$ cat src/sv/bspq_pkg.sv
// Shared types and constants for the bounded stable priority queue.
// Used by the controller, the datapath, the top level and the checker.
package bspq_pkg;

    localparam int CAP_W    = 5;
    localparam int STATUS_W = 2;

    // Operation codes of a request.
    localparam logic OP_ENQ = 1'b0;
    localparam logic OP_DEQ = 1'b1;

    // Result status codes.
    localparam logic [STATUS_W-1:0] ST_OK    = 2'd0;
    localparam logic [STATUS_W-1:0] ST_FULL  = 2'd1;
    localparam logic [STATUS_W-1:0] ST_EMPTY = 2'd2;

    localparam logic [CAP_W-1:0] CAP_RESET = 5'd16;

    typedef logic [STATUS_W-1:0] t_status;

    // Controller to datapath.
    typedef struct packed {
        logic    load;    // capture a result into the output register
        logic    enq;     // insert the request's entry into the sorted row
        logic    deq;     // remove the head and shift the row up
        t_status status;
    } t_dp_cmd;

    // Datapath to controller.
    typedef struct packed {
        logic at_limit;   // count has reached the effective capacity
        logic is_zero;    // no stored entries
    } t_dp_stat;

endpackage

$ cat src/sv/bspq_ctrl.sv
// Controller of the priority queue: request handshake, output register
// occupancy and the decision between success and error. Uses bspq_pkg.
module bspq_ctrl (
    input  logic              i_clk,
    input  logic              i_rst_n,
    input  logic              i_valid,
    output logic              o_ready,
    input  logic              i_operation,
    output logic              o_valid,
    input  logic              i_ready,
    input  bspq_pkg::t_dp_stat i_stat,
    output bspq_pkg::t_dp_cmd  o_cmd
);
    import bspq_pkg::*;

    typedef enum logic {S_IDLE, S_HOLD} t_state;

    t_state r_state;
    t_state n_state;
    logic   w_accept;

    // A new request may enter whenever the held result leaves in the same cycle.
    assign o_ready  = (r_state == S_IDLE) || i_ready;
    assign w_accept = i_valid && o_ready;
    assign o_valid  = (r_state == S_HOLD);

    always_comb begin
        o_cmd      = '0;
        o_cmd.load = w_accept;
        if (i_operation == OP_ENQ) begin
            o_cmd.enq    = w_accept && !i_stat.at_limit;
            o_cmd.status = i_stat.at_limit ? ST_FULL : ST_OK;
        end else begin
            o_cmd.deq    = w_accept && !i_stat.is_zero;
            o_cmd.status = i_stat.is_zero ? ST_EMPTY : ST_OK;
        end
    end

    always_comb begin
        n_state = r_state;
        case (r_state)
            S_IDLE: begin
                if (w_accept) n_state = S_HOLD;
            end
            S_HOLD: begin
                if (!w_accept && i_ready) n_state = S_IDLE;
            end
            default: n_state = S_IDLE;
        endcase
    end

    always_ff @(posedge i_clk) begin
        if (!i_rst_n) begin
            r_state <= S_IDLE;
        end else begin
            r_state <= n_state;
        end
    end

endmodule

$ cat src/sv/bspq_dp.sv
// Datapath of the priority queue: the sorted row of entries, the count,
// the capacity register and the output register. Uses bspq_pkg.
module bspq_dp #(
    parameter int DEPTH      = 16,
    parameter int DATA_WIDTH = 32,
    parameter int PRIO_WIDTH = 8,
    parameter int CNT_W      = $clog2(DEPTH + 1)
) (
    input  logic                     i_clk,
    input  logic                     i_rst_n,
    input  logic                     i_cfg_we,
    input  logic [bspq_pkg::CAP_W-1:0] i_cfg_wdata,
    input  logic [DATA_WIDTH-1:0]    i_item_value,
    input  logic [PRIO_WIDTH-1:0]    i_item_priority,
    input  bspq_pkg::t_dp_cmd        i_cmd,
    output bspq_pkg::t_dp_stat       o_stat,
    output logic [DATA_WIDTH-1:0]    o_head_value,
    output bspq_pkg::t_status        o_status,
    output logic [CNT_W-1:0]         o_entry_count,
    output logic                     o_is_empty
);
    import bspq_pkg::*;

    localparam int LIM_W = (CNT_W > CAP_W) ? CNT_W : CAP_W;

    logic [DATA_WIDTH-1:0] r_val [DEPTH];
    logic [PRIO_WIDTH-1:0] r_pri [DEPTH];
    logic [CNT_W-1:0]      r_count;
    logic [CNT_W-1:0]      n_count;
    logic [CAP_W-1:0]      r_cap;
    logic [LIM_W-1:0]      w_cap_ext;
    logic [LIM_W-1:0]      w_limit;
    logic [DEPTH-1:0]      w_stay;

    logic [DATA_WIDTH-1:0] r_head;
    t_status               r_status;
    logic [CNT_W-1:0]      r_cnt_out;
    logic                  r_empty_out;

    assign w_cap_ext = LIM_W'(r_cap);
    assign w_limit   = (w_cap_ext > LIM_W'(DEPTH)) ? LIM_W'(DEPTH) : w_cap_ext;

    assign o_stat.at_limit = (LIM_W'(r_count) >= w_limit);
    assign o_stat.is_zero  = (r_count == '0);

    always_comb begin
        n_count = r_count;
        if (i_cmd.enq) begin
            n_count = r_count + CNT_W'(1);
        end else if (i_cmd.deq) begin
            n_count = r_count - CNT_W'(1);
        end
    end

    // An occupied slot whose priority is at least the new one keeps its entry;
    // the row is sorted, so these slots form a prefix and the new entry lands
    // on the first slot outside it.
    for (genvar g = 0; g < DEPTH; g++) begin : g_cell
        assign w_stay[g] = (CNT_W'(g) < r_count) && (r_pri[g] >= i_item_priority);

        always_ff @(posedge i_clk) begin
            if (i_cmd.enq && !w_stay[g]) begin
                if (g == 0) begin
                    r_val[g] <= i_item_value;
                    r_pri[g] <= i_item_priority;
                end else begin
                    if (w_stay[(g == 0) ? 0 : g - 1]) begin
                        r_val[g] <= i_item_value;
                        r_pri[g] <= i_item_priority;
                    end else begin
                        r_val[g] <= r_val[(g == 0) ? 0 : g - 1];
                        r_pri[g] <= r_pri[(g == 0) ? 0 : g - 1];
                    end
                end
            end else if (i_cmd.deq && (g < DEPTH - 1)) begin
                r_val[g] <= r_val[(g < DEPTH - 1) ? g + 1 : g];
                r_pri[g] <= r_pri[(g < DEPTH - 1) ? g + 1 : g];
            end
        end
    end

    always_ff @(posedge i_clk) begin
        if (!i_rst_n) begin
            r_count <= '0;
            r_cap   <= CAP_RESET;
        end else begin
            r_count <= n_count;
            if (i_cfg_we) r_cap <= i_cfg_wdata;
        end
    end

    always_ff @(posedge i_clk) begin
        if (i_cmd.load) begin
            r_head      <= i_cmd.deq ? r_val[0] : '0;
            r_status    <= i_cmd.status;
            r_cnt_out   <= n_count;
            r_empty_out <= (n_count == '0);
        end
    end

    assign o_head_value  = r_head;
    assign o_status      = r_status;
    assign o_entry_count = r_cnt_out;
    assign o_is_empty    = r_empty_out;

endmodule

$ cat src/sv/bounded_stable_priority_queue_core.sv
// Top level of the bounded stable priority queue.
// Instantiates bspq_ctrl and bspq_dp; uses bspq_pkg.
//
// Usage:
//   Requests arrive on i_valid/o_ready with i_operation (enqueue or dequeue),
//   i_item_value and i_item_priority. Each request yields exactly one result
//   on o_valid/i_ready carrying o_head_value, o_status, o_entry_count and
//   o_is_empty. Entries of equal priority leave in arrival order.
//   The capacity register is written through i_cfg_we/i_cfg_wdata at any
//   edge with the write enable high; values above DEPTH act as DEPTH.
//   Latency: the result is valid in the cycle after the request is taken.
//   Throughput: one request per cycle while i_ready is high. The entries
//   sit in a row of registers that shifts by one slot, with every slot
//   comparing its priority against the incoming one in parallel.
//   Stall: the result stays in the output register until taken; o_ready
//   stays high while that register is empty or is drained in the same cycle.
//   Reset: synchronous, active low. The queue is emptied, the output
//   register is released and the capacity returns to 16. Stored entries
//   are not cleared; only occupied slots are ever read.
module bounded_stable_priority_queue_core #(
    parameter int DEPTH      = 16,
    parameter int DATA_WIDTH = 32,
    parameter int PRIO_WIDTH = 8
) (
    input  logic                          i_clk,
    input  logic                          i_rst_n,
    input  logic                          i_valid,
    output logic                          o_ready,
    input  logic                          i_operation,
    input  logic [DATA_WIDTH-1:0]         i_item_value,
    input  logic [PRIO_WIDTH-1:0]         i_item_priority,
    output logic                          o_valid,
    input  logic                          i_ready,
    output logic [DATA_WIDTH-1:0]         o_head_value,
    output logic [bspq_pkg::STATUS_W-1:0] o_status,
    output logic [$clog2(DEPTH + 1)-1:0]  o_entry_count,
    output logic                          o_is_empty,
    input  logic                          i_cfg_we,
    input  logic [bspq_pkg::CAP_W-1:0]    i_cfg_wdata
);
    import bspq_pkg::*;

    localparam int CNT_W = $clog2(DEPTH + 1);

    t_dp_cmd  w_cmd;
    t_dp_stat w_stat;

    bspq_ctrl u_ctrl (
        .i_clk       (i_clk),
        .i_rst_n     (i_rst_n),
        .i_valid     (i_valid),
        .o_ready     (o_ready),
        .i_operation (i_operation),
        .o_valid     (o_valid),
        .i_ready     (i_ready),
        .i_stat      (w_stat),
        .o_cmd       (w_cmd)
    );

    bspq_dp #(
        .DEPTH      (DEPTH),
        .DATA_WIDTH (DATA_WIDTH),
        .PRIO_WIDTH (PRIO_WIDTH),
        .CNT_W      (CNT_W)
    ) u_dp (
        .i_clk           (i_clk),
        .i_rst_n         (i_rst_n),
        .i_cfg_we        (i_cfg_we),
        .i_cfg_wdata     (i_cfg_wdata),
        .i_item_value    (i_item_value),
        .i_item_priority (i_item_priority),
        .i_cmd           (w_cmd),
        .o_stat          (w_stat),
        .o_head_value    (o_head_value),
        .o_status        (o_status),
        .o_entry_count   (o_entry_count),
        .o_is_empty      (o_is_empty)
    );

endmodule

$ cat config.mk
export PLATFORM = sky130hd
export DESIGN_NAME = bounded_stable_priority_queue_core
export DESIGN_NICKNAME = d
export VERILOG_FILES = /design/src/sv/bspq_pkg.sv /design/src/sv/bspq_ctrl.sv /design/src/sv/bspq_dp.sv /design/src/sv/bounded_stable_priority_queue_core.sv
export SDC_FILE = /design/constraint.sdc
export NUM_CORES = 2
export LEC_CHECK = 0
export ABC_AREA = 1
export BUFFER_PORTS_ARGS = -buffer_cell sky130_fd_sc_hd__clkbuf_2
export CAP_MARGIN = 5
export CORE_MARGIN = 2
export CORE_UTILIZATION = 50
export DETAILED_ROUTE_END_ITERATION = 16
export GPL_TIMING_DRIVEN = 0
export PLACE_DENSITY = 0.7
export SETUP_SLACK_MARGIN = 0.1
export SYNTH_ARGS = -nofsm -noshare
export SYNTH_HDL_FRONTEND = slang
export SYNTH_SLANG_ARGS = --single-unit
$ cat constraint.sdc
create_clock -name i_clk -period 3.3 [get_ports i_clk]
set_input_delay 0.165 -clock i_clk [delete_from_list [all_inputs] [get_ports i_clk]]
set_output_delay 0.165 -clock i_clk [all_outputs]
set_load 0.005 [all_outputs]
* Yosys cells after proc, flatten, opt, wreduce, memory -nomap -nowiden *
Memory sizes are Yosys's and may differ from the RTL's.
Cells that the tools add are included.

operators by class
  shift-type cells = 0
  bitwise logic cells = 61
  multiplexer cells = 194
  order comparisons = 34
  multiply operators = 0
  div/mod/pow operators = 0
  equality and inequality tests = 0
  add/sub/neg operators = 2
  reduce and logical (&&, ||, !) cells = 58

operators by type and width
  cell                                                       count
  2-to-1 mux 32 bit                                          30
  2-to-1 mux 8 bit                                           30
  greater-or-equal comparator 8 bit                          16
  2-to-1 mux 1 bit                                           128
  OR 1 bit                                                   60
  less-than comparator 4 x 5 -> 1 bit, first input constant  8
  logical AND 1 bit                                          36
  less-than comparator 3 x 5 -> 1 bit, first input constant  4
  logical NOT 1 bit                                          19
  2-to-1 mux 5 bit                                           3
  logical NOT 5 bit                                          2
  less-than comparator 1 x 5 -> 1 bit, first input constant  2
  less-than comparator 2 x 5 -> 1 bit, first input constant  2
  adder 5 x 1 -> 5 bit, second input constant                1
  greater-or-equal comparator 5 bit                          1
  greater-than comparator 5 bit, second input constant       1
  subtractor 5 x 1 -> 5 bit, second input constant           1
  2-to-1 mux 2 bit                                           2
  one-hot mux 1 bit (2 select lines)                         1
  logical OR 1 bit                                           1
  inverter 1 bit                                             1

storage, ports and cells
  memory bits (read-only) = 0
  input port bits = 51
  bits in latches = 0
  output and inout port bits = 42
  memories kept = 2
  bits in registers = 51
  bits in writable memories = 640

memory list
  memory      words  width  rd ports  clocked after memory_dff  wr ports  line           source
  u_dp.r_val  16     32     16        0                         16        bspq_dp.sv:26  logic [DATA_WIDTH-1:0] r_val [DEPTH];
  u_dp.r_pri  16     8      16        0                         16        bspq_dp.sv:27  logic [PRIO_WIDTH-1:0] r_pri [DEPTH];

* Depth between registers and ports, before layout *
  word-level depth = 11
  gate-level depth with buffers = 15
  mapped depth without buffers = 14

* Modules after synthesis *
A second synthesis with hierarchy kept.

second synthesis, totals
  cells, all modules = 4593
  area, all modules = 40378.7 µm²

modules (own cells, without submodules)
  module     instances  area each (µm²)  cells each
  bspq_dp    1          40287.4          4575
  bspq_ctrl  1          91.3             18

* Worst setup path after synthesis *
OpenSTA, ideal clock, no wires.

  path kind = input port to flip-flop
  start = input i_item_priority[3]
  end = memory u_dp.r_pri[11][0] (netlist: u_dp.r_pri[1][24]) (enable)
  data required time = 2.902 ns
  slack = 0.189 ns
  arrival time = 2.713 ns
  setup time = 0.398 ns
  buffers on the path = 2
  stages on the path = 11
  path through = inv_1 ha_1 a21oi_1 o21ai_0 nand2_1 nand3_1 nand2_1 clkbuf_1 clkbuf_1 nand2_1 nand2_1

RTL lines
  element          line                                      source
  start, declared  bounded_stable_priority_queue_core.sv:31  input logic [PRIO_WIDTH-1:0] i_item_priority,
  end, declared    bspq_dp.sv:27

==> flow_summary.ini <==
[sta]
slew_headroom_pct = 21.1
tightest_slew_ps = 1180
fin_skew_ps = 28.7
holdWs_ps = 387
final-setup-viol-count = 0
period_minus_slack_ps = 3140
fmaxAchievable_ghz = 0.319
rsz0062_at_grt = no
fin_crit_sh_pct = 95.0
slew_violations = 0
fin_ws_ps = 163
tns_ps = 0
hold_viol = 0

[detailed_routing]
wl_um = 128000
viasPerCell = 5.81
drc = 0
drt-wirelength-per-cell_um = 22.0
drt_iter0_markers = 4368
dr.pass1.iters = 6
detail-route-antenna-nets = 0
vias = 33912

[synthesis]
yosysMostFrequentCell = nand2_1
synth_area_leaders = edfxtp_1 52%, nand2_1 16%, nand4_1 8.5%, nand3_1 8.1%, ha_1 4.4%
avgSynthCellArea_um2 = 8.76
synth_common_cells = 1,613 x nand2_1, 680 x edfxtp_1, 630 x nand3_1
ys_types = 31
synth-seq-cells = 691
synth_top_area_cell = edfxtp_1
seq_area_frac_synth_pct = 52.9
ys_async_sr_fraction_pct = 0
dominantRegCellSynth = edfxtp_1
yosys_warnings = 0
synth_area_mm2 = 0.0390
synth_edf_count = 680
synthCells = 4456
yosysTopAreaCellShare_pct = 52.3
synth_fp_nets = 4643

[global_route]
grt_pass1_wl_um = 186000
grt_max_degree = 50
overflow = 0
antenna_found_initial = 2
grt_pass1_vias = 31494
grt_usage_pct = 30.5

[worst_setup_path]
setup.worst_path.start_class = flop
r2r_cells = 9
r2r_slack_ps = 160
end_kind = flop
path_depth = 9
reg2reg_to = u_dp.r_val[3][70]$_DFFE_PP_
path_class = flop to flop
crit_buf_inv = 4
r2r-start = u_dp.r_count[4]$_SDFF_PN0_
worstPathMaxFanout = 26
required_ps = 3630
cpLargestDelayFamily = buffers and inverters
cp_slowest_stage_delay_ps = 580
critical_path_arrival_ps = 3460
slowest_stage = clkbuf_8
crit_path_cell_trace = inv_2 -> nand2_2 -> nor2_4 -> nand2_2 -> nand2_4 -> buf_2 -> buf_2 -> clkbuf_8 -> nand2_4
startpoint = u_dp.r_count[4]$_SDFF_PN0_

[cells_and_area]
layout.area.seq_mm2 = 0.0206
drive_above_1_share_pct = 11.8
syn_to_final_growth_pct = 15.3
nFillCells = 6756
fin_nets = 4924
fin_cells = 5833
multi_input_area_mm2 = 0.0169

[pwr]
irDropWorstVdd_mv = 0.383
p_leak_nw = 18.8
p_per_area_mw_per_mm2 = 568

[clock_tree]
clk_path_buf_depth = 3
cts_tree = yes
htree_levels = 3
clk_latency_ps = 640
cts_buffers = 78
clk_pin_slew_ps = 60
cts_root_buf = clkbuf_16
cts_num_sinks = 691

[die]
boundaryPins = 93
die_y_um = 283
die_w_um = 283
start_util_pct = 50.5
die_area_mm2 = 0.0803
core_mm2 = 0.0773
row_count = 102

[run_status]
outcome = finished clean

[placement]
gp_congestion = 0.948
portBuffers = 92
pre_cts_ws_ps = -869
dpl.hpwl_um = 96500
place_inst = 5589

[hold_path]
hold_class = input port to flop
min_from = i_ready
worstHoldEndpoint = u_dp.r_count[0]$_SDFF_PN0_
hold_depth = 9

[job]
maxCapViolCount = 0
## worst register-to-register path: cells and delay by family, from the launching register on
kind	cells	cell delay, ps
AND/OR/NAND/NOR	5	950
flip-flops	1	430
buffers and inverters	4	1460
## cell usage in the layout (no fill, tap or decap), drive strengths merged
master       count
xnor2            1
clkinv          26
a21boi           1
nor2           109
xor2             4
ha             136
o21bai           3
nand3          631
nand2         1664
o21a            15
nand4          530
inv            193
nor3             1
edfxtp         680
bufinv           3
o21ai           68
a41oi            1
a21oi           62
clkbuf         340
nand3b           2
clkinvlp         5
diode            2
a21o             1
buf            247
dfxtp           11
dlygate4sd3     57
## power by group
group,switching (mW),internal (mW)
combinational,3.71,1.66
sequential,0.607,11.3
clock,3.59,4.76
## state kept, by name, summed over array words and instances, names as in the netlist
signal and count:
u_dp.o_head_value 32, u_dp.r_pri 128, u_ctrl.o_valid 1, u_dp.o_is_empty 1, u_dp.r_count 5, u_dp.r_val 512, u_dp.o_entry_count 5, u_dp.o_status 2
u_dp.r_cap 5
## layout make-up
class,count,area share [%]
diodes,2,0.0111
plain buffers,388,4.39
clock buffers,103,4.73
clock inverters,31,0.528
inverters,195,1.65
multi-input cells,3229,37.5
flip-flops and latches,691,45.8
well taps,1040,2.89
repair buffers,153,2.44
repair inverters,1,0.0111
## metrics by stage
stage | instance area (um^2) | total power [mW] | util (%)
after detailed placement | 40900 | 16.8 | 52.8
after floorplan | 39000 | 15.2 | -
after CTS | 44400 | 25.3 | 57.4
after global routing | 45000 | 26.6 | 58.2
final | 45000 | 25.6 | 58.2
after global placement | 40800 | 16.6 | 52.8
## logic make-up (layout without fill, tap and decap cells)
logic type	after synthesis	after routing	share of synthesized area, %
AOI/OAI and AO/OA	151	151	2.07
buffers and inverters	583	871	6.69
other	0	2	0
DFF	691	691	52.9
adders and majority gates	136	136	4.36
and+or+nand+nor	2890	2937	33.9
xor gates and xnor gates	5	5	0.112
## layer usage
metal	GRT usage (%)	share of wire, %
met5	0	0.15
met1	41.6	40
met4	9.87	3.2
met2	48.3	45
met3	6.74	11
## worst max path at each step
| stage | to | slack [ps] |
|---|---|---|
| 2_1_floorplan | u_dp.r_pri[1][24]$_DFFE_PP_ | 190 |
| 3_3_place_gp | u_dp.r_pri[1][41]$_DFFE_PP_ | -1360 |
| 3_5_place_dp | u_dp.r_pri[1][42]$_DFFE_PP_ | -870 |
| 4_1_cts | u_dp.r_pri[1][55]$_DFFE_PP_ | 130 |
| 5_1_grt | u_dp.r_val[3][58]$_DFFE_PP_ | 110 |
| 6_report | u_dp.r_val[3][70]$_DFFE_PP_ | 160 |
## what timing repair did
item,in CTS,in global routing
gates cloned,26,23
setup endpoints to repair,649,915
hold buffers,57,0
hold endpoints to repair,91,0
setup buffers,2,0
resized for setup,68,90
pin swaps,9,19
(Power assumes the default switching activity.)
